### src/rtl/erp_pkg.sv
// Shared types, constants and the matrix build program for the Euler point rotator.
package erp_pkg;

  localparam int COORD_BITS = 24;
  localparam int TRIG_BITS  = 16;
  localparam int FRAC_BITS  = TRIG_BITS - 1;
  localparam int OPW        = TRIG_BITS + 1;
  localparam int NUM_REGS   = 6;
  localparam int IDX_BITS   = 3;
  localparam int MAT_N      = 9;
  localparam int NUM_STEPS  = 17;
  localparam int STEP_BITS  = $clog2(NUM_STEPS);

  // Configuration register indexes, also used as operand selects.
  localparam logic [IDX_BITS-1:0] REG_SIN_A = 3'd0;
  localparam logic [IDX_BITS-1:0] REG_COS_A = 3'd1;
  localparam logic [IDX_BITS-1:0] REG_SIN_B = 3'd2;
  localparam logic [IDX_BITS-1:0] REG_COS_B = 3'd3;
  localparam logic [IDX_BITS-1:0] REG_SIN_G = 3'd4;
  localparam logic [IDX_BITS-1:0] REG_COS_G = 3'd5;
  localparam logic [IDX_BITS-1:0] SRC_PROD  = 3'd6;

  // Accumulator actions on the product of the previous step.
  localparam logic [2:0] ACC_NOP    = 3'd0;
  localparam logic [2:0] ACC_LOAD   = 3'd1;
  localparam logic [2:0] ACC_WR_ADD = 3'd2;
  localparam logic [2:0] ACC_WR_SUB = 3'd3;
  localparam logic [2:0] ACC_WR_ONE = 3'd4;

  typedef logic signed [TRIG_BITS-1:0]  trig_t;
  typedef logic signed [COORD_BITS-1:0] coord_t;
  typedef trig_t  [MAT_N-1:0] mat_t;
  typedef trig_t  [2:0]       row_t;
  typedef coord_t [2:0]       vec_t;

  typedef struct packed {
    coord_t     pos_x;
    coord_t     pos_y;
    coord_t     pos_z;
    logic [7:0] atom_kind;
    logic       last_point;
  } in_item_t;

  typedef struct packed {
    coord_t     rot_x;
    coord_t     rot_y;
    coord_t     rot_z;
    logic [7:0] kind_out;
    logic       last_out;
  } out_item_t;

  typedef struct packed {
    logic [IDX_BITS-1:0] a_sel;
    logic                a_neg;
    logic [IDX_BITS-1:0] b_sel;
    logic [2:0]          acc_op;
    logic [2:0]          wr_idx;
  } step_t;

  function automatic step_t mk_step(input logic [IDX_BITS-1:0] a, input logic neg,
                                    input logic [IDX_BITS-1:0] b, input logic [2:0] op,
                                    input logic [2:0] idx);
    step_t r;
    r.a_sel  = a;
    r.a_neg  = neg;
    r.b_sel  = b;
    r.acc_op = op;
    r.wr_idx = idx;
    return r;
  endfunction

  // One multiply per step; the accumulator acts on the previous step's product.
  function automatic step_t step_rom(input logic [STEP_BITS-1:0] s);
    step_t r;
    case (s)
      0:  r = mk_step(REG_COS_A, 1'b0, REG_COS_G, ACC_NOP,    3'd0);
      1:  r = mk_step(REG_SIN_G, 1'b0, REG_SIN_A, ACC_LOAD,   3'd0);
      2:  r = mk_step(REG_COS_B, 1'b0, SRC_PROD,  ACC_NOP,    3'd0);
      3:  r = mk_step(REG_COS_A, 1'b0, REG_SIN_G, ACC_WR_SUB, 3'd0);
      4:  r = mk_step(REG_SIN_A, 1'b0, REG_COS_B, ACC_LOAD,   3'd0);
      5:  r = mk_step(REG_COS_G, 1'b0, SRC_PROD,  ACC_NOP,    3'd0);
      6:  r = mk_step(REG_SIN_A, 1'b0, REG_SIN_B, ACC_WR_ADD, 3'd1);
      7:  r = mk_step(REG_SIN_A, 1'b1, REG_COS_G, ACC_WR_ONE, 3'd2);
      8:  r = mk_step(REG_COS_A, 1'b0, REG_COS_B, ACC_LOAD,   3'd0);
      9:  r = mk_step(REG_SIN_G, 1'b0, SRC_PROD,  ACC_NOP,    3'd0);
      10: r = mk_step(REG_SIN_A, 1'b1, REG_SIN_G, ACC_WR_SUB, 3'd3);
      11: r = mk_step(REG_COS_A, 1'b0, REG_COS_B, ACC_LOAD,   3'd0);
      12: r = mk_step(REG_COS_G, 1'b0, SRC_PROD,  ACC_NOP,    3'd0);
      13: r = mk_step(REG_COS_A, 1'b0, REG_SIN_B, ACC_WR_ADD, 3'd4);
      14: r = mk_step(REG_SIN_G, 1'b0, REG_SIN_B, ACC_WR_ONE, 3'd5);
      15: r = mk_step(REG_SIN_B, 1'b1, REG_COS_G, ACC_WR_ONE, 3'd6);
      16: r = mk_step(REG_SIN_A, 1'b0, REG_SIN_A, ACC_WR_ONE, 3'd7);
      default: r = mk_step(REG_SIN_A, 1'b0, REG_SIN_A, ACC_NOP, 3'd0);
    endcase
    return r;
  endfunction

  // Clamp a sum of two products to a signed trig value.
  function automatic trig_t sat_trig(input logic signed [TRIG_BITS+1:0] v);
    logic signed [TRIG_BITS+1:0] hi;
    logic signed [TRIG_BITS+1:0] lo;
    hi = {3'b000, {(TRIG_BITS-1){1'b1}}};
    lo = ~hi;
    if (v > hi) begin
      return hi[TRIG_BITS-1:0];
    end else if (v < lo) begin
      return lo[TRIG_BITS-1:0];
    end
    return v[TRIG_BITS-1:0];
  endfunction

endpackage

### src/rtl/erp_lane.sv
// One output coordinate: registered products of a matrix row, then sum, round and clamp.
module erp_lane import erp_pkg::*; (
  input  logic   clk,
  input  logic   en,
  input  row_t   row,
  input  vec_t   pos,
  output coord_t coord
);

  localparam int PW = COORD_BITS + TRIG_BITS;
  localparam int SW = PW + 2;

  logic signed [PW-1:0] prod_r [3];
  logic signed [SW-1:0] sum, sh, hi, lo;

  always_ff @(posedge clk) begin
    if (en) begin
      for (int k = 0; k < 3; k++) begin
        prod_r[k] <= $signed(row[k]) * $signed(pos[k]);
      end
    end
  end

  assign hi  = {{(SW-COORD_BITS+1){1'b0}}, {(COORD_BITS-1){1'b1}}};
  assign lo  = ~hi;
  assign sum = SW'(prod_r[0]) + SW'(prod_r[1]) + SW'(prod_r[2])
             + (SW'(1) <<< (FRAC_BITS - 1));
  assign sh  = sum >>> FRAC_BITS;

  always_comb begin
    if (sh > hi) begin
      coord = hi[COORD_BITS-1:0];
    end else if (sh < lo) begin
      coord = lo[COORD_BITS-1:0];
    end else begin
      coord = sh[COORD_BITS-1:0];
    end
  end

endmodule

### config.mk
export PLATFORM = sky130hd
export DESIGN_NAME = erp_lane
export DESIGN_NICKNAME = d
export VERILOG_FILES = /design/src/rtl/erp_pkg.sv /design/src/rtl/erp_lane.sv
export SDC_FILE = /design/constraint.sdc
export NUM_CORES = 2
export LEC_CHECK = 0
export ABC_AREA = 1
export BUFFER_PORTS_ARGS = -buffer_cell sky130_fd_sc_hd__buf_4
export CAP_MARGIN = 25
export CORE_MARGIN = 2
export CORE_UTILIZATION = 50
export DETAILED_ROUTE_END_ITERATION = 10
export PLACE_DENSITY = 0.74
export SLEW_MARGIN = 20
export SYNTH_ARGS = -nofsm -noshare
export SYNTH_HDL_FRONTEND = slang
export SYNTH_SLANG_ARGS = --single-unit
### constraint.sdc
create_clock -name clk -period 7.6 [get_ports clk]
set_clock_uncertainty 0.1 [all_clocks]
set_input_delay 1.52 -clock clk [delete_from_list [all_inputs] [get_ports clk]]
set_output_delay 1.52 -clock clk [all_outputs]
set_load 0.01 [all_outputs]
==> impl_results.md <==
- Slew headroom: 44.39%
- Die X-Extent: 324.5 um
- Synthesized area: 51370 um2
- Post-CTS Setup Bufs: 0
- CP endpoint kind: flop
- Tcrit/Tclk final: 95.55%
- Core Rows: 117
- First-pass GRT wire length: 218.7 mm
- CTS tree: yes
- Number of buffers created by CTS: 17
- Residual DRC: 0
- Max FFs per register: 120
- Hold-fix buffers, CTS: 0
- Routed Antenna Nets: 0
- Max Transition Viols Final: 0
- Register area share after synthesis: 7.014%
- Dominant register cell in the synthesized netlist: edfxtp_1
- Critical path startpoint: row[17]
- Setup WS pre-CTS: -20.20 ps
- Vias: 39.80k
- Share of cells above drive strength 1: 4.267%
- Vias in the first global route: 42.69k
- Final instance area: 54180 um2
- Final hold vios: 0
- Final WS setup: 337.9 ps
- Bufs on Longest Clock Path: 2
- Synth Register Bits: 120
- Worst Hold Class: primary input to flop
- Overflow after GRT: 0
- Initial antenna violation count: 6
- Die height: 324.5 um
- Worst Path Max Fanout: 24
- Min Tclk post-route: 7262 ps
- Wire per inst: 16.78 um
- Core Footprint: 101900 um2
- Final nets: 8063
- Number of flops mapped to enable cells by yosys: 120
- Drt pass-1 iters: 6
- CTS root buf: clkbuf_16
- Required @ worst endpoint: 7640 ps
- Reg clk slew, reported paths: 60 ps
- Synth cell types: 43
- Placed Area: 53570 um2
- Filler cells: 9593
- Area of the multi-input gates: 39430 um2
- Yosys warning total: 0
- RSZ-0062 raised after global routing: no
- Syn_nets: 8089
- IO buf count: 145
- Largest Register: prod_r
- Iteration-0 DRC Markers: 3057
- Fmax achieved: 0.1377 GHz
- Async SR Flop Fraction: 0%
- Area growth from synthesis to layout: 5.470%
- H-tree levels: 4
- Sink Count: 120
- WS Path Type: primary input to flop
- Biggest regs: prod_r: 120 flops
- Hold Crit Start: pos[48]
- # resized after CTS: 0
- Post-DP HPWL: 112.4 mm
- Status: finished, final reports clean
- Overall Global Routing Usage: 25.77%
- Total die area: 105300 um2
- Cells after Synth: 6434
- RD Place Congestion: 0.9569
- Crit path DAT: 7300 ps
- Via density: 5.105
- Max Cap Viol: 0
- Pin count of the biggest net entering global routing: 63
- Mapped Avg Cell Area: 7.984 um2
- Final count of negative-setup-slack endpoints: 0
- Starting Density: 50.42%
- Post-Route WL: 130.8 mm
- Setup TNS: 0 ps
- Setup crit start kind: primary input
- Register area: 3603 um2
- Num ports: 146
- Slew of the pin with the lowest slew margin: 834.1 ps
## cells in the mapped netlist (3+ instances only)
cell type / count / area [um2]
o21ai_1: 7 / 35.03
ha_1: 372 / 4654
inv_1: 1970 / 7395
a21o_1: 27 / 202.7
inv_2: 10 / 37.54
and3_1: 3 / 18.77
nor4_1: 7 / 43.79
nand2_4: 3 / 33.78
o21bai_1: 22 / 165.2
nand3b_1: 3 / 22.52
a21boi_0: 10 / 75.07
nor2_1: 272 / 1021
fa_1: 1161 / 23240
o21ai_0: 85 / 425.4
xor2_1: 90 / 788.3
or2_2: 14 / 87.58
a31oi_1: 24 / 150.1
nand3_1: 89 / 445.4
nor2_4: 5 / 56.30
nor2_2: 10 / 62.56
o221ai_1: 8 / 70.07
edfxtp_1: 120 / 3603
nor3_1: 23 / 115.1
nand2_2: 18 / 112.6
a21oi_1: 166 / 830.8
nand2_1: 1589 / 5964
xnor2_1: 60 / 525.5
nand4_1: 22 / 137.6
clkbuf_1: 222 / 833.3
## final timing paths
path  slack, ps  cells past startpoint                 endpoint
max         340                     19  prod_r[0][79]$_DFFE_PP_
min        1480                      3  prod_r[0][80]$_DFFE_PP_
## cell families (layout without fill, tap and decap cells)
kind of cell    count (synthesis)  after routing  share of synthesized area, %
flops                         120            120                         7.014
xor+xnor                      150            150                         2.557
fa+ha+maj                    1533           1533                         54.30
simple gates                 2062           2062                         15.89
buf+inv                      2208           2195                         16.24
compound gates                361            361                         3.992
other cells                     0              6                             0
## worst max-delay path, cell delays in order
cell     delay, ps
buf_4          270
nand2_1        140
inv_1          140
fa_1           500
fa_1           900
fa_1           540
inv_1          120
fa_1           450
fa_1           490
fa_1           520
inv_1           50
ha_1           370
nand2_1         90
nor2_1         210
nand2_1        110
nor3_1         310
nand4_1        250
nand4_1        200
xor2_1          90
## metal layers
layer	up-vias	share of wire, %	global-route usage (%)
met3	224	7.8	2.894
met1	19797	42	36.35
met2	1559	48	42.74
met5	-	0	0
met4	0	2.3	6.230
li1	18216	-	-
## area by class of cell
cell class | instances | area share (%)
multi-input cells | 4106 | 72.76
inverters | 1981 | 13.72
flip-flops and latches | 120 | 6.651
well taps | 1368 | 3.159
repair buffers | 182 | 2.568
clock buffers | 17 | 0.7851
clock inverters | 15 | 0.3210
diodes | 6 | 0.02771
## cell usage in the layout (no fill, tap or decap), drive strengths merged
cell type  synthesis  final
buf                5    182
inv             1980   1983
and3               3      3
edfxtp           120    120
or2               14     14
diode              0      6
a21oi            166    166
o221ai             8      8
o21bai            22     22
a31oi             24     24
ha               372    372
nand3             90     90
clkinvlp           0      5
clkinv             1      5
o211a              1      1
xor2              90     90
fa              1161   1161
o21a               2      2
a21o              27     27
xnor2             60     60
clkbuf           222     17
nand2           1610   1610
nand3b             3      3
a221oi             2      2
nor3              23     23
a21boi            12     12
a211oi             2      2
o21ai             93     93
nand4             22     22
bufinv             0      3
and2               2      2
nor2             288    288
o211ai             2      2
nor4               7      7
## per-stage QoR
| stage | std cells | hold WS, ps | utilization (%) |
|---|---|---|---|
| detailed placement | 7757 | 1903 | 52.58 |
| global placement | 7757 | 1894 | 52.58 |
| CTS | 7789 | 1455 | 53.16 |
| global route | 7795 | 1500 | 53.18 |
| floorplan | 6434 | 1533 | - |
| finish | 7795 | 1481 | 53.18 |
Power is left out: the tool's default activity adds up to more than one toggle a clock period on the data nets, which glitch-free logic cannot reach.
