File: src/rtl/erp_pkg.sv
// Shared types, constants and the matrix build program for the Euler point rotator.
package erp_pkg;

  localparam int COORD_BITS = 24;
  localparam int TRIG_BITS  = 16;
  localparam int FRAC_BITS  = TRIG_BITS - 1;
  localparam int OPW        = TRIG_BITS + 1;
  localparam int NUM_REGS   = 6;
  localparam int IDX_BITS   = 3;
  localparam int MAT_N      = 9;
  localparam int NUM_STEPS  = 17;
  localparam int STEP_BITS  = $clog2(NUM_STEPS);

  // Configuration register indexes, also used as operand selects.
  localparam logic [IDX_BITS-1:0] REG_SIN_A = 3'd0;
  localparam logic [IDX_BITS-1:0] REG_COS_A = 3'd1;
  localparam logic [IDX_BITS-1:0] REG_SIN_B = 3'd2;
  localparam logic [IDX_BITS-1:0] REG_COS_B = 3'd3;
  localparam logic [IDX_BITS-1:0] REG_SIN_G = 3'd4;
  localparam logic [IDX_BITS-1:0] REG_COS_G = 3'd5;
  localparam logic [IDX_BITS-1:0] SRC_PROD  = 3'd6;

  // Accumulator actions on the product of the previous step.
  localparam logic [2:0] ACC_NOP    = 3'd0;
  localparam logic [2:0] ACC_LOAD   = 3'd1;
  localparam logic [2:0] ACC_WR_ADD = 3'd2;
  localparam logic [2:0] ACC_WR_SUB = 3'd3;
  localparam logic [2:0] ACC_WR_ONE = 3'd4;

  typedef logic signed [TRIG_BITS-1:0]  trig_t;
  typedef logic signed [COORD_BITS-1:0] coord_t;
  typedef trig_t  [MAT_N-1:0] mat_t;
  typedef trig_t  [2:0]       row_t;
  typedef coord_t [2:0]       vec_t;

  typedef struct packed {
    coord_t     pos_x;
    coord_t     pos_y;
    coord_t     pos_z;
    logic [7:0] atom_kind;
    logic       last_point;
  } in_item_t;

  typedef struct packed {
    coord_t     rot_x;
    coord_t     rot_y;
    coord_t     rot_z;
    logic [7:0] kind_out;
    logic       last_out;
  } out_item_t;

  typedef struct packed {
    logic [IDX_BITS-1:0] a_sel;
    logic                a_neg;
    logic [IDX_BITS-1:0] b_sel;
    logic [2:0]          acc_op;
    logic [2:0]          wr_idx;
  } step_t;

  function automatic step_t mk_step(input logic [IDX_BITS-1:0] a, input logic neg,
                                    input logic [IDX_BITS-1:0] b, input logic [2:0] op,
                                    input logic [2:0] idx);
    step_t r;
    r.a_sel  = a;
    r.a_neg  = neg;
    r.b_sel  = b;
    r.acc_op = op;
    r.wr_idx = idx;
    return r;
  endfunction

  // One multiply per step; the accumulator acts on the previous step's product.
  function automatic step_t step_rom(input logic [STEP_BITS-1:0] s);
    step_t r;
    case (s)
      0:  r = mk_step(REG_COS_A, 1'b0, REG_COS_G, ACC_NOP,    3'd0);
      1:  r = mk_step(REG_SIN_G, 1'b0, REG_SIN_A, ACC_LOAD,   3'd0);
      2:  r = mk_step(REG_COS_B, 1'b0, SRC_PROD,  ACC_NOP,    3'd0);
      3:  r = mk_step(REG_COS_A, 1'b0, REG_SIN_G, ACC_WR_SUB, 3'd0);
      4:  r = mk_step(REG_SIN_A, 1'b0, REG_COS_B, ACC_LOAD,   3'd0);
      5:  r = mk_step(REG_COS_G, 1'b0, SRC_PROD,  ACC_NOP,    3'd0);
      6:  r = mk_step(REG_SIN_A, 1'b0, REG_SIN_B, ACC_WR_ADD, 3'd1);
      7:  r = mk_step(REG_SIN_A, 1'b1, REG_COS_G, ACC_WR_ONE, 3'd2);
      8:  r = mk_step(REG_COS_A, 1'b0, REG_COS_B, ACC_LOAD,   3'd0);
      9:  r = mk_step(REG_SIN_G, 1'b0, SRC_PROD,  ACC_NOP,    3'd0);
      10: r = mk_step(REG_SIN_A, 1'b1, REG_SIN_G, ACC_WR_SUB, 3'd3);
      11: r = mk_step(REG_COS_A, 1'b0, REG_COS_B, ACC_LOAD,   3'd0);
      12: r = mk_step(REG_COS_G, 1'b0, SRC_PROD,  ACC_NOP,    3'd0);
      13: r = mk_step(REG_COS_A, 1'b0, REG_SIN_B, ACC_WR_ADD, 3'd4);
      14: r = mk_step(REG_SIN_G, 1'b0, REG_SIN_B, ACC_WR_ONE, 3'd5);
      15: r = mk_step(REG_SIN_B, 1'b1, REG_COS_G, ACC_WR_ONE, 3'd6);
      16: r = mk_step(REG_SIN_A, 1'b0, REG_SIN_A, ACC_WR_ONE, 3'd7);
      default: r = mk_step(REG_SIN_A, 1'b0, REG_SIN_A, ACC_NOP, 3'd0);
    endcase
    return r;
  endfunction

  // Clamp a sum of two products to a signed trig value.
  function automatic trig_t sat_trig(input logic signed [TRIG_BITS+1:0] v);
    logic signed [TRIG_BITS+1:0] hi;
    logic signed [TRIG_BITS+1:0] lo;
    hi = {3'b000, {(TRIG_BITS-1){1'b1}}};
    lo = ~hi;
    if (v > hi) begin
      return hi[TRIG_BITS-1:0];
    end else if (v < lo) begin
      return lo[TRIG_BITS-1:0];
    end
    return v[TRIG_BITS-1:0];
  endfunction

endpackage

File: src/rtl/erp_build.sv
// Configuration registers and the sequencer that rebuilds the rotation matrix.
module erp_build import erp_pkg::*; (
  input  logic                clk,
  input  logic                rst_n,
  input  logic                cfg_we,
  input  logic [IDX_BITS-1:0] cfg_idx,
  input  logic [TRIG_BITS-1:0] cfg_wdata,
  output logic                busy,
  output mat_t                mat
);

  localparam logic [STEP_BITS-1:0] LAST_STEP = STEP_BITS'(NUM_STEPS - 1);
  localparam trig_t TRIG_ONE = {1'b0, {FRAC_BITS{1'b1}}};

  trig_t sin_a_r, cos_a_r, sin_b_r, cos_b_r, sin_g_r, cos_g_r;
  logic                 busy_r;
  logic [STEP_BITS-1:0] step_r;
  logic signed [OPW-1:0] prod_r, acc_r;
  trig_t mat_r [8];

  step_t st;
  trig_t a_raw, b_raw;
  logic signed [OPW-1:0]   a_ext, op_a, op_b, prod_nxt;
  logic signed [2*OPW-1:0] mul_full, mul_sh;
  logic signed [OPW:0]     ent_nxt;
  logic                    cfg_hit, ent_wr;

  assign cfg_hit = cfg_we && (cfg_idx < IDX_BITS'(NUM_REGS));
  assign st      = step_rom(step_r);

  always_comb begin
    case (st.a_sel)
      REG_SIN_A: a_raw = sin_a_r;
      REG_COS_A: a_raw = cos_a_r;
      REG_SIN_B: a_raw = sin_b_r;
      REG_COS_B: a_raw = cos_b_r;
      REG_SIN_G: a_raw = sin_g_r;
      REG_COS_G: a_raw = cos_g_r;
      default:   a_raw = '0;
    endcase
    case (st.b_sel)
      REG_SIN_A: b_raw = sin_a_r;
      REG_COS_A: b_raw = cos_a_r;
      REG_SIN_B: b_raw = sin_b_r;
      REG_COS_B: b_raw = cos_b_r;
      REG_SIN_G: b_raw = sin_g_r;
      REG_COS_G: b_raw = cos_g_r;
      default:   b_raw = '0;
    endcase
  end

  // Negate before the product so the floor matches a leading minus sign.
  assign a_ext    = {a_raw[TRIG_BITS-1], a_raw};
  assign op_a     = st.a_neg ? -a_ext : a_ext;
  assign op_b     = (st.b_sel == SRC_PROD) ? prod_r : {b_raw[TRIG_BITS-1], b_raw};
  assign mul_full = op_a * op_b;
  assign mul_sh   = mul_full >>> FRAC_BITS;
  assign prod_nxt = mul_sh[OPW-1:0];

  always_comb begin
    ent_wr = 1'b1;
    case (st.acc_op)
      ACC_WR_ADD: ent_nxt = {acc_r[OPW-1], acc_r} + {prod_r[OPW-1], prod_r};
      ACC_WR_SUB: ent_nxt = {acc_r[OPW-1], acc_r} - {prod_r[OPW-1], prod_r};
      ACC_WR_ONE: ent_nxt = {prod_r[OPW-1], prod_r};
      default: begin
        ent_nxt = '0;
        ent_wr  = 1'b0;
      end
    endcase
  end

  always_ff @(posedge clk) begin
    if (!rst_n) begin
      sin_a_r <= '0;
      cos_a_r <= TRIG_ONE;
      sin_b_r <= '0;
      cos_b_r <= TRIG_ONE;
      sin_g_r <= '0;
      cos_g_r <= TRIG_ONE;
      busy_r  <= 1'b1;
      step_r  <= '0;
    end else if (cfg_hit) begin
      case (cfg_idx)
        REG_SIN_A: sin_a_r <= cfg_wdata;
        REG_COS_A: cos_a_r <= cfg_wdata;
        REG_SIN_B: sin_b_r <= cfg_wdata;
        REG_COS_B: cos_b_r <= cfg_wdata;
        REG_SIN_G: sin_g_r <= cfg_wdata;
        REG_COS_G: cos_g_r <= cfg_wdata;
        default: ;
      endcase
      busy_r <= 1'b1;
      step_r <= '0;
    end else if (busy_r) begin
      step_r <= step_r + 1'b1;
      if (step_r == LAST_STEP) begin
        busy_r <= 1'b0;
      end
    end
  end

  always_ff @(posedge clk) begin
    if (busy_r) begin
      prod_r <= prod_nxt;
      if (st.acc_op == ACC_LOAD) begin
        acc_r <= prod_r;
      end
      if (ent_wr) begin
        mat_r[st.wr_idx] <= sat_trig(ent_nxt);
      end
    end
  end

  assign busy = busy_r;

  always_comb begin
    for (int i = 0; i < 8; i++) begin
      mat[i] = mat_r[i];
    end
    mat[8] = cos_b_r;
  end

  a_cfg_restart: assert property (@(posedge clk) disable iff (!rst_n)
    cfg_hit |=> busy_r && (step_r == '0))
    else $error("valid config write did not restart the matrix build");

  a_build_ends: assert property (@(posedge clk) disable iff (!rst_n)
    busy_r && (step_r == LAST_STEP) && !cfg_hit |=> !busy_r)
    else $error("matrix build did not finish after its last step");

endmodule

File: config.mk
export PLATFORM = sky130hd
export DESIGN_NAME = erp_build
export DESIGN_NICKNAME = d
export VERILOG_FILES = /design/src/rtl/erp_pkg.sv /design/src/rtl/erp_build.sv
export SDC_FILE = /design/constraint.sdc
export NUM_CORES = 1
export LEC_CHECK = 0
export BUFFER_PORTS_ARGS = -buffer_cell sky130_fd_sc_hd__buf_4
export CAP_MARGIN = 10
export CORE_AREA = 3 3 208 210
export CTS_BUF_LIST = sky130_fd_sc_hd__clkbuf_8
export DETAILED_ROUTE_END_ITERATION = 10
export DIE_AREA = 0 0 211 213
export GPL_ROUTABILITY_DRIVEN = 0
export PLACE_DENSITY = 0.73
export SLEW_MARGIN = 40
export SYNTH_ARGS = -nofsm -noshare
export SYNTH_HDL_FRONTEND = slang
export SYNTH_SLANG_ARGS = --single-unit
File: constraint.sdc
create_clock -name clk -period 19.5 [get_ports clk]
set_clock_uncertainty 0.2 [all_clocks]
set_input_delay 2.925 -clock clk [delete_from_list [all_inputs] [get_ports clk]]
set_output_delay 2.925 -clock clk [all_outputs]
set_load 0.05 [all_outputs]
==> impl_metrics.py, run 1 <==
metrics = {
    "worst_setup_path": {
        "cp-start-kind": "flip-flop",
        "crit_family": "adder cells",
        "crit_type": "reg -> reg",
        "path_buf_inv": 8,
        "rrSetupSlack_ns": 9.91,
        "arrival_ns": 9.76,
        "cp_slowest_cell": "dfxtp_1",
        "critical_path.max_fanout": 19,
        "required_ns": 19.67,
        "cpPeakStageDelay_ns": 0.74,
        "cp-end-kind": "flip-flop",
    },
    "timing": {
        "final.period_utilization_pct": 49.2,
        "finalHoldViolations": 0,
        "fmax_mhz": 104,
        "hold_slack_ns": 0.280,
        "setup_viol": 0,
        "min_period_ns": 9.59,
        "worstMarginPinSlew_ns": 0.872,
        "drv_slew": 0,
        "slew_headroom_pct": 41.7,
        "rsz0062_at_grt": "no",
        "tns_ns": 0,
        "finalWorstSetupSlack_ns": 9.91,
    },
    "route": {
        "drc": 0,
        "drt-initial-drc-count": 1626,
        "dr.pass1.iters": 5,
        "post_drt_wl_per_cell_microns": 19.6,
        "drtAntennaViolNets": 0,
        "vias": 17600,
        "drt-total-wl_mm": 60.8,
        "avgViaCountPerCell": 5.70,
    },
    "layout": {
        "nNetsFinal": 2928,
        "areaGrowthSynthToFinish_pct": 13.7,
        "drive_gt1_share_pct": 13.7,
    },
    "synth": {
        "synth_top_area_cell": "fa_1",
        "synth_fp_nets": 2752,
        "ys_ff_latch": 277,
        "synth_top_area_share_pct": 24.9,
        "postSynth.asyncResetShare_pct": 0,
        "synth_edf_count": 162,
        "avgSynthCellArea_sq_um": 9.69,
        "synthFlopType": "edfxtp_1",
        "yosysSeqAreaShare_pct": 31.6,
        "ys_types": 73,
        "synthTopCellsByArea": "fa_1 (25%), edfxtp_1 (21%), dfxtp_1 (10%), inv_1 (6.0%), ha_1 (5.8%)",
        "synth_area_sq_um": 22700,
        "postSynthCellCount": 2342,
        "ys_warn_count": 0,
    },
    "cts": {
        "root_buffer": "clkbuf_8",
        "cts_tree": "done",
        "post_cts_resize_count": 0,
        "cts.clk_slew.worst_paths_ns": 0.06,
        "clock_sinks": 277,
        "cts_hold_buf": 0,
        "cts_made_buffers": 48,
        "cts_setup_buffers": 0,
        "worst_skew_pair.late_latency_ns": 0.63,
        "htreeDepth": 2,
        "cts_buffer_depth": 3,
    },
    "floorplan": {
        "io-pin-count": 167,
        "die_h_microns": 213,
        "coreArea_sq_um": 41800,
        "die_area_sq_um": 44900,
        "initial_core_util_pct": 54.4,
        "rows": 75,
        "die_w_microns": 211,
    },
    "status": {
        "status": "finished, final reports clean",
    },
    "placement": {
        "pre_cts_slack_ns": 10.17,
        "dp_hpwl_mm": 47.5,
        "port_buffers": 166,
    },
    "worst_hold_path": {
        "hp-class": "reg -> reg",
    },
    "global_route": {
        "grt_use_total_pct": 27.5,
        "grt_pass1_wl_mm": 97.2,
        "grt_overflow": 0,
        "grt_pass1_vias": 18100,
        "grt_antenna_before_repair": 1,
        "grt_max_degree": 99,
    },
    "job": {
        "cap_violations": 0,
    },
}
[final cells by class]
cell class / instances / area, sq um
diodes: 1 / 2.50
flip-flops and latches: 277 / 7170
well taps: 539 / 674
clock inverters: 35 / 370
inverters: 364 / 1370
clock buffers: 53 / 729
multi-input cells: 1615 / 13900
fillers: 3359 / 15900
repair buffers: 212 / 1600
[metrics by stage]
step | cells | cell area [sq um] | utilization, %
3_5_place_dp | 3007 | 24700 | 59.1
3_3_place_gp | 3005 | 24700 | 59.0
6_report | 3096 | 25800 | 61.8
4_1_cts | 3095 | 25800 | 61.8
2_1_floorplan | 2342 | 22700 | -
5_1_grt | 3095 | 25800 | 61.8
[cell usage after synthesis, drive strengths merged (16+ instances only)]
| master | instances |
|---|---|
| nor2 | 228 |
| dfxtp | 115 |
| mux2i | 35 |
| a21oi | 60 |
| mux2 | 25 |
| nor3 | 24 |
| edfxtp | 162 |
| a22oi | 16 |
| xor2 | 36 |
| clkbuf | 74 |
| ha | 106 |
| nand2b | 28 |
| nand2 | 343 |
| a21boi | 53 |
| fa | 282 |
| nand3 | 61 |
| xnor2 | 54 |
| o21ai | 87 |
| inv | 360 |
[cells by family (layout without fill, tap and decap cells)]
logic type      after synthesis  after routing  share of synthesized area, %
simple gates                752            752                          14.1
buf+inv                     450            664                          7.51
fa+ha+maj                   388            388                          30.7
compound gates              316            316                          8.97
flops                       277            277                          31.6
xor+xnor                     91             91                          3.57
mux                          68             68                          3.59
other cells                   0              1                             0
[registers in the layout (all words and copies together) (netlist names), 16 cells and up]
signal   cells
sin_b_r     16
prod_r      17
sin_g_r     16
mat_r      128
acc_r       17
cos_a_r     16
sin_a_r     16
cos_b_r     16
cos_g_r     16
[final timing paths]
kind,startpoint,depth (start not counted),endpoint
setup / recovery,st[12],32,prod_r[13]
hold / removal,sin_b_r[4],2,sin_b_r[4]
setup reg to reg,st[12],32,prod_r[13]
hold reg to reg,sin_b_r[4],2,sin_b_r[4]
[worst reg2reg max path, delay by kind of cell, from the launching register on]
| kind | cells | cell delay [ns] |
|---|---|---|
| compound gates | 5 | 1.47 |
| xor+xnor | 2 | 0.85 |
| fa+ha+maj | 8 | 3.61 |
| buf+inv | 8 | 0.96 |
| flops | 1 | 0.74 |
| simple gates | 9 | 1.53 |
[cells in the final DEF (no fill, tap or decap), types with 8 or more instances in the layout]
| cell type | Yosys | final |
|---|---|---|
| a21o_1 | 14 | 14 |
| a21boi_0 | 53 | 53 |
| clkbuf_8 | 0 | 53 |
| o211ai_1 | 11 | 11 |
| dfxtp_1 | 115 | 114 |
| buf_4 | 1 | 211 |
| fa_1 | 282 | 282 |
| xnor2_1 | 54 | 53 |
| a21oi_1 | 60 | 60 |
| nand4_1 | 9 | 9 |
| nor2b_1 | 14 | 14 |
| o21ai_0 | 74 | 61 |
| ha_1 | 106 | 106 |
| o31ai_1 | 8 | 8 |
| mux2_2 | 23 | 23 |
| or2_2 | 14 | 14 |
| mux2i_1 | 35 | 34 |
| o21ai_1 | 12 | 24 |
| nand2b_1 | 28 | 28 |
| mux4_2 | 8 | 8 |
| inv_1 | 360 | 371 |
| edfxtp_1 | 162 | 162 |
| a22oi_1 | 16 | 16 |
| nand3_1 | 61 | 61 |
| a31oi_1 | 8 | 8 |
| nand2_1 | 342 | 342 |
| nor2_1 | 228 | 223 |
| o22ai_1 | 10 | 10 |
| xor2_1 | 36 | 34 |
| o21a_1 | 8 | 8 |
| clkinv_1 | 4 | 10 |
| nor3_1 | 24 | 22 |
[layer usage]
metal  global-route usage [%]  up-vias  part of all wire (%)
met5                        0        -                     0
met4                     10.5        0                   4.0
met3                     5.32      174                   8.3
met2                     46.9      874                    48
met1                     35.1     8661                    40
li1                         -     7926                     -
Power of run 1 is left out: the tool's default activity adds up to more than one toggle a clock period on the data nets, which glitch-free logic cannot reach.
==> inputs of run 2 (changes only) <==
--- a/config.mk
+++ b/config.mk
@@ -5,12 +5,13 @@
 export SDC_FILE = /design/constraint.sdc
 export NUM_CORES = 1
 export LEC_CHECK = 0
+export ABC_AREA = 1
 export BUFFER_PORTS_ARGS = -buffer_cell sky130_fd_sc_hd__buf_4
 export CAP_MARGIN = 10
-export CORE_AREA = 3 3 208 210
+export CORE_AREA = 3 3 211 213
 export CTS_BUF_LIST = sky130_fd_sc_hd__clkbuf_8
 export DETAILED_ROUTE_END_ITERATION = 10
-export DIE_AREA = 0 0 211 213
+export DIE_AREA = 0 0 214 216
 export GPL_ROUTABILITY_DRIVEN = 0
 export PLACE_DENSITY = 0.73
 export SLEW_MARGIN = 40
==> constraint.sdc (replaced) <==
create_clock -name clk -period 9.3 [get_ports clk]
set_clock_uncertainty 0.2 [all_clocks]
set_input_delay 1.395 -clock clk [delete_from_list [all_inputs] [get_ports clk]]
set_output_delay 1.395 -clock clk [all_outputs]
set_load 0.05 [all_outputs]
==> run 2 against run 1 <==
Sequential cell count stayed put. Worst hold slack lost 0.022 ns. Cell count up 13%. First-iteration DRC count is 17% higher. Synthesized cell count increased by 16%.
==> impl_metrics.py, run 2 <==
metrics = {
    "layout": {
        "top_regs": "mat_r: 128 flops, acc_r: 17 flops, prod_r: 17 flops",
        "largest_reg_flops": 128,
        "drive_gt1_share_pct": 12.1,
        "antenna_cells": 0,
        "nNetsFinal": 3299,
        "layout_commonest_cell": "inv_1",
        "fillerInstances": 3565,
        "fin_area_sq_um": 26200,
        "top_register": "mat_r",
        "instances_no_fill": 3505,
        "areaGrowthSynthToFinish_pct": 11.8,
        "layout_common_cells": "inv_1 (512), nand2_1 (462), nor2_1 (358)",
    },
    "cts": {
        "post_cts_resize_count": 0,
        "cts.clk_slew.worst_paths_ns": 0.06,
        "cts_hold_buf": 0,
        "htreeDepth": 2,
        "cts_setup_buffers": 0,
        "worst_skew_pair.late_latency_ns": 0.65,
        "root_buffer": "clkbuf_8",
        "clock_sinks": 277,
        "cts_tree": "done",
        "cts_buffer_depth": 3,
        "cts_made_buffers": 47,
    },
    "worst_setup_path": {
        "cp-start-kind": "flip-flop",
        "crit_type": "reg -> reg",
        "cp-end-kind": "flip-flop",
        "critical_path.max_fanout": 34,
        "crit_family": "adder cells",
        "required_ns": 9.47,
        "cpPeakStageDelay_ns": 0.57,
        "arrival_ns": 8.91,
        "cp_slowest_cell": "dfxtp_2",
        "path_buf_inv": 9,
    },
    "floorplan": {
        "die_h_microns": 216,
        "initial_core_util_pct": 54.6,
        "rows": 76,
        "coreArea_sq_um": 42900,
        "die_area_sq_um": 46200,
        "io-pin-count": 167,
        "die_w_microns": 214,
    },
    "route": {
        "drtAntennaViolNets": 0,
        "dr_wl_met3_mm": 7.09,
        "avgViaCountPerCell": 5.61,
        "drc": 0,
        "dr_wl_met2_mm": 30.5,
        "drt-initial-drc-count": 1900,
        "dr.pass1.iters": 10,
        "post_drt_wl_per_cell_microns": 19.0,
        "routed.top_layer": "met4",
        "vias": 19700,
        "wl_met1_mm": 25.5,
        "drt-total-wl_mm": 66.4,
    },
    "placement": {
        "post-place-cells": 3425,
        "dp_hpwl_mm": 51.3,
        "dpl_cell_area_sq_um": 25300,
        "port_buffers": 166,
    },
    "timing": {
        "final.period_utilization_pct": 93.9,
        "setup_viol": 0,
        "slew_headroom_pct": 44.0,
        "rsz0062_at_grt": "no",
        "drv_slew": 0,
        "hold_slack_ns": 0.258,
        "min_period_ns": 8.74,
        "tns_ns": 0,
        "worstMarginPinSlew_ns": 0.839,
        "finalHoldViolations": 0,
        "fmax_mhz": 114,
    },
    "worst_hold_path": {
        "hp-class": "reg -> reg",
    },
    "global_route": {
        "grt_max_degree": 98,
        "grt_antenna_before_repair": 0,
        "grt_pass1_wl_mm": 107,
        "grt_use_total_pct": 29.3,
        "grt_pass1_vias": 20100,
        "grt_overflow": 0,
    },
    "synth": {
        "synth_top_area_cell": "fa_1",
        "ys_ff_latch": 277,
        "synth_edf_count": 162,
        "synthTopCellsByArea": "fa_1 (24%), edfxtp_1 (21%), dfxtp_1 (9.8%), inv_1 (8.0%), nand2_1 (7.4%)",
        "postSynthCellCount": 2718,
        "avgSynthCellArea_sq_um": 8.62,
        "ys_warn_count": 0,
        "synth_top_area_share_pct": 24.1,
        "yosysSeqAreaShare_pct": 30.6,
        "yosysMostFrequentCell": "inv_1",
        "synth_fp_nets": 3128,
        "yosys-top-cells-count": "inv_1 (499), nand2_1 (462), nor2_1 (359), fa_1 (282), edfxtp_1 (162)",
        "synthFlopType": "edfxtp_1",
        "ys_types": 56,
        "synth_area_sq_um": 23400,
        "postSynth.asyncResetShare_pct": 0,
    },
    "job": {
        "cap_violations": 0,
    },
    "status": {
        "status": "finished, final reports clean",
    },
}
run 2: worst paths after layout:
check	startpoint	endpoint	slack, ns	cells past startpoint
min reg2reg	prod_r[3]	acc_r[3]	0.26	0
max reg2reg	st[12]	prod_r[10]	0.56	35
min	prod_r[3]	acc_r[3]	0.26	0
max	st[12]	prod_r[10]	0.56	35
run 2: layer usage:
metal / vias up / global-route usage [%]
li1: 8900 / -
met1: 9408 / 36.5
met2: 1120 / 48.0
met3: 239 / 7.50
met4: 0 / 13.9
met5: - / 0
run 2: cell families after synthesis:
family / share of synthesized area [%]
buffers and inverters: 10.4
AND/OR/NAND/NOR: 19.5
flip-flops: 30.6
adder cells (fa/ha/maj): 29.8
AO/OA/AOI/OAI: 7.71
XOR/XNOR: 2.02
run 2: cell type report:
class / count / area (sq um) / area share (%)
Timing Repair Buffer: 203 / 1530 / 5.84
Sequential cell: 277 / 7170 / 27.4
Multi-Input combinational cell: 1824 / 13800 / 52.9
Tap cell: 585 / 732 / 2.80
Clock buffer: 52 / 716 / 2.73
Inverter: 536 / 2010 / 7.69
Clock inverter: 28 / 185 / 0.707
run 2: through the flow:
step                setup WS [ns]  utilization (%)
finish                      0.565             61.0
detailed placement          0.561             58.9
CTS                         0.491             61.0
floorplan                    1.95                -
global route               0.0968             61.0
global placement            0.728             58.9
Power of run 2 is left out for the same reason.
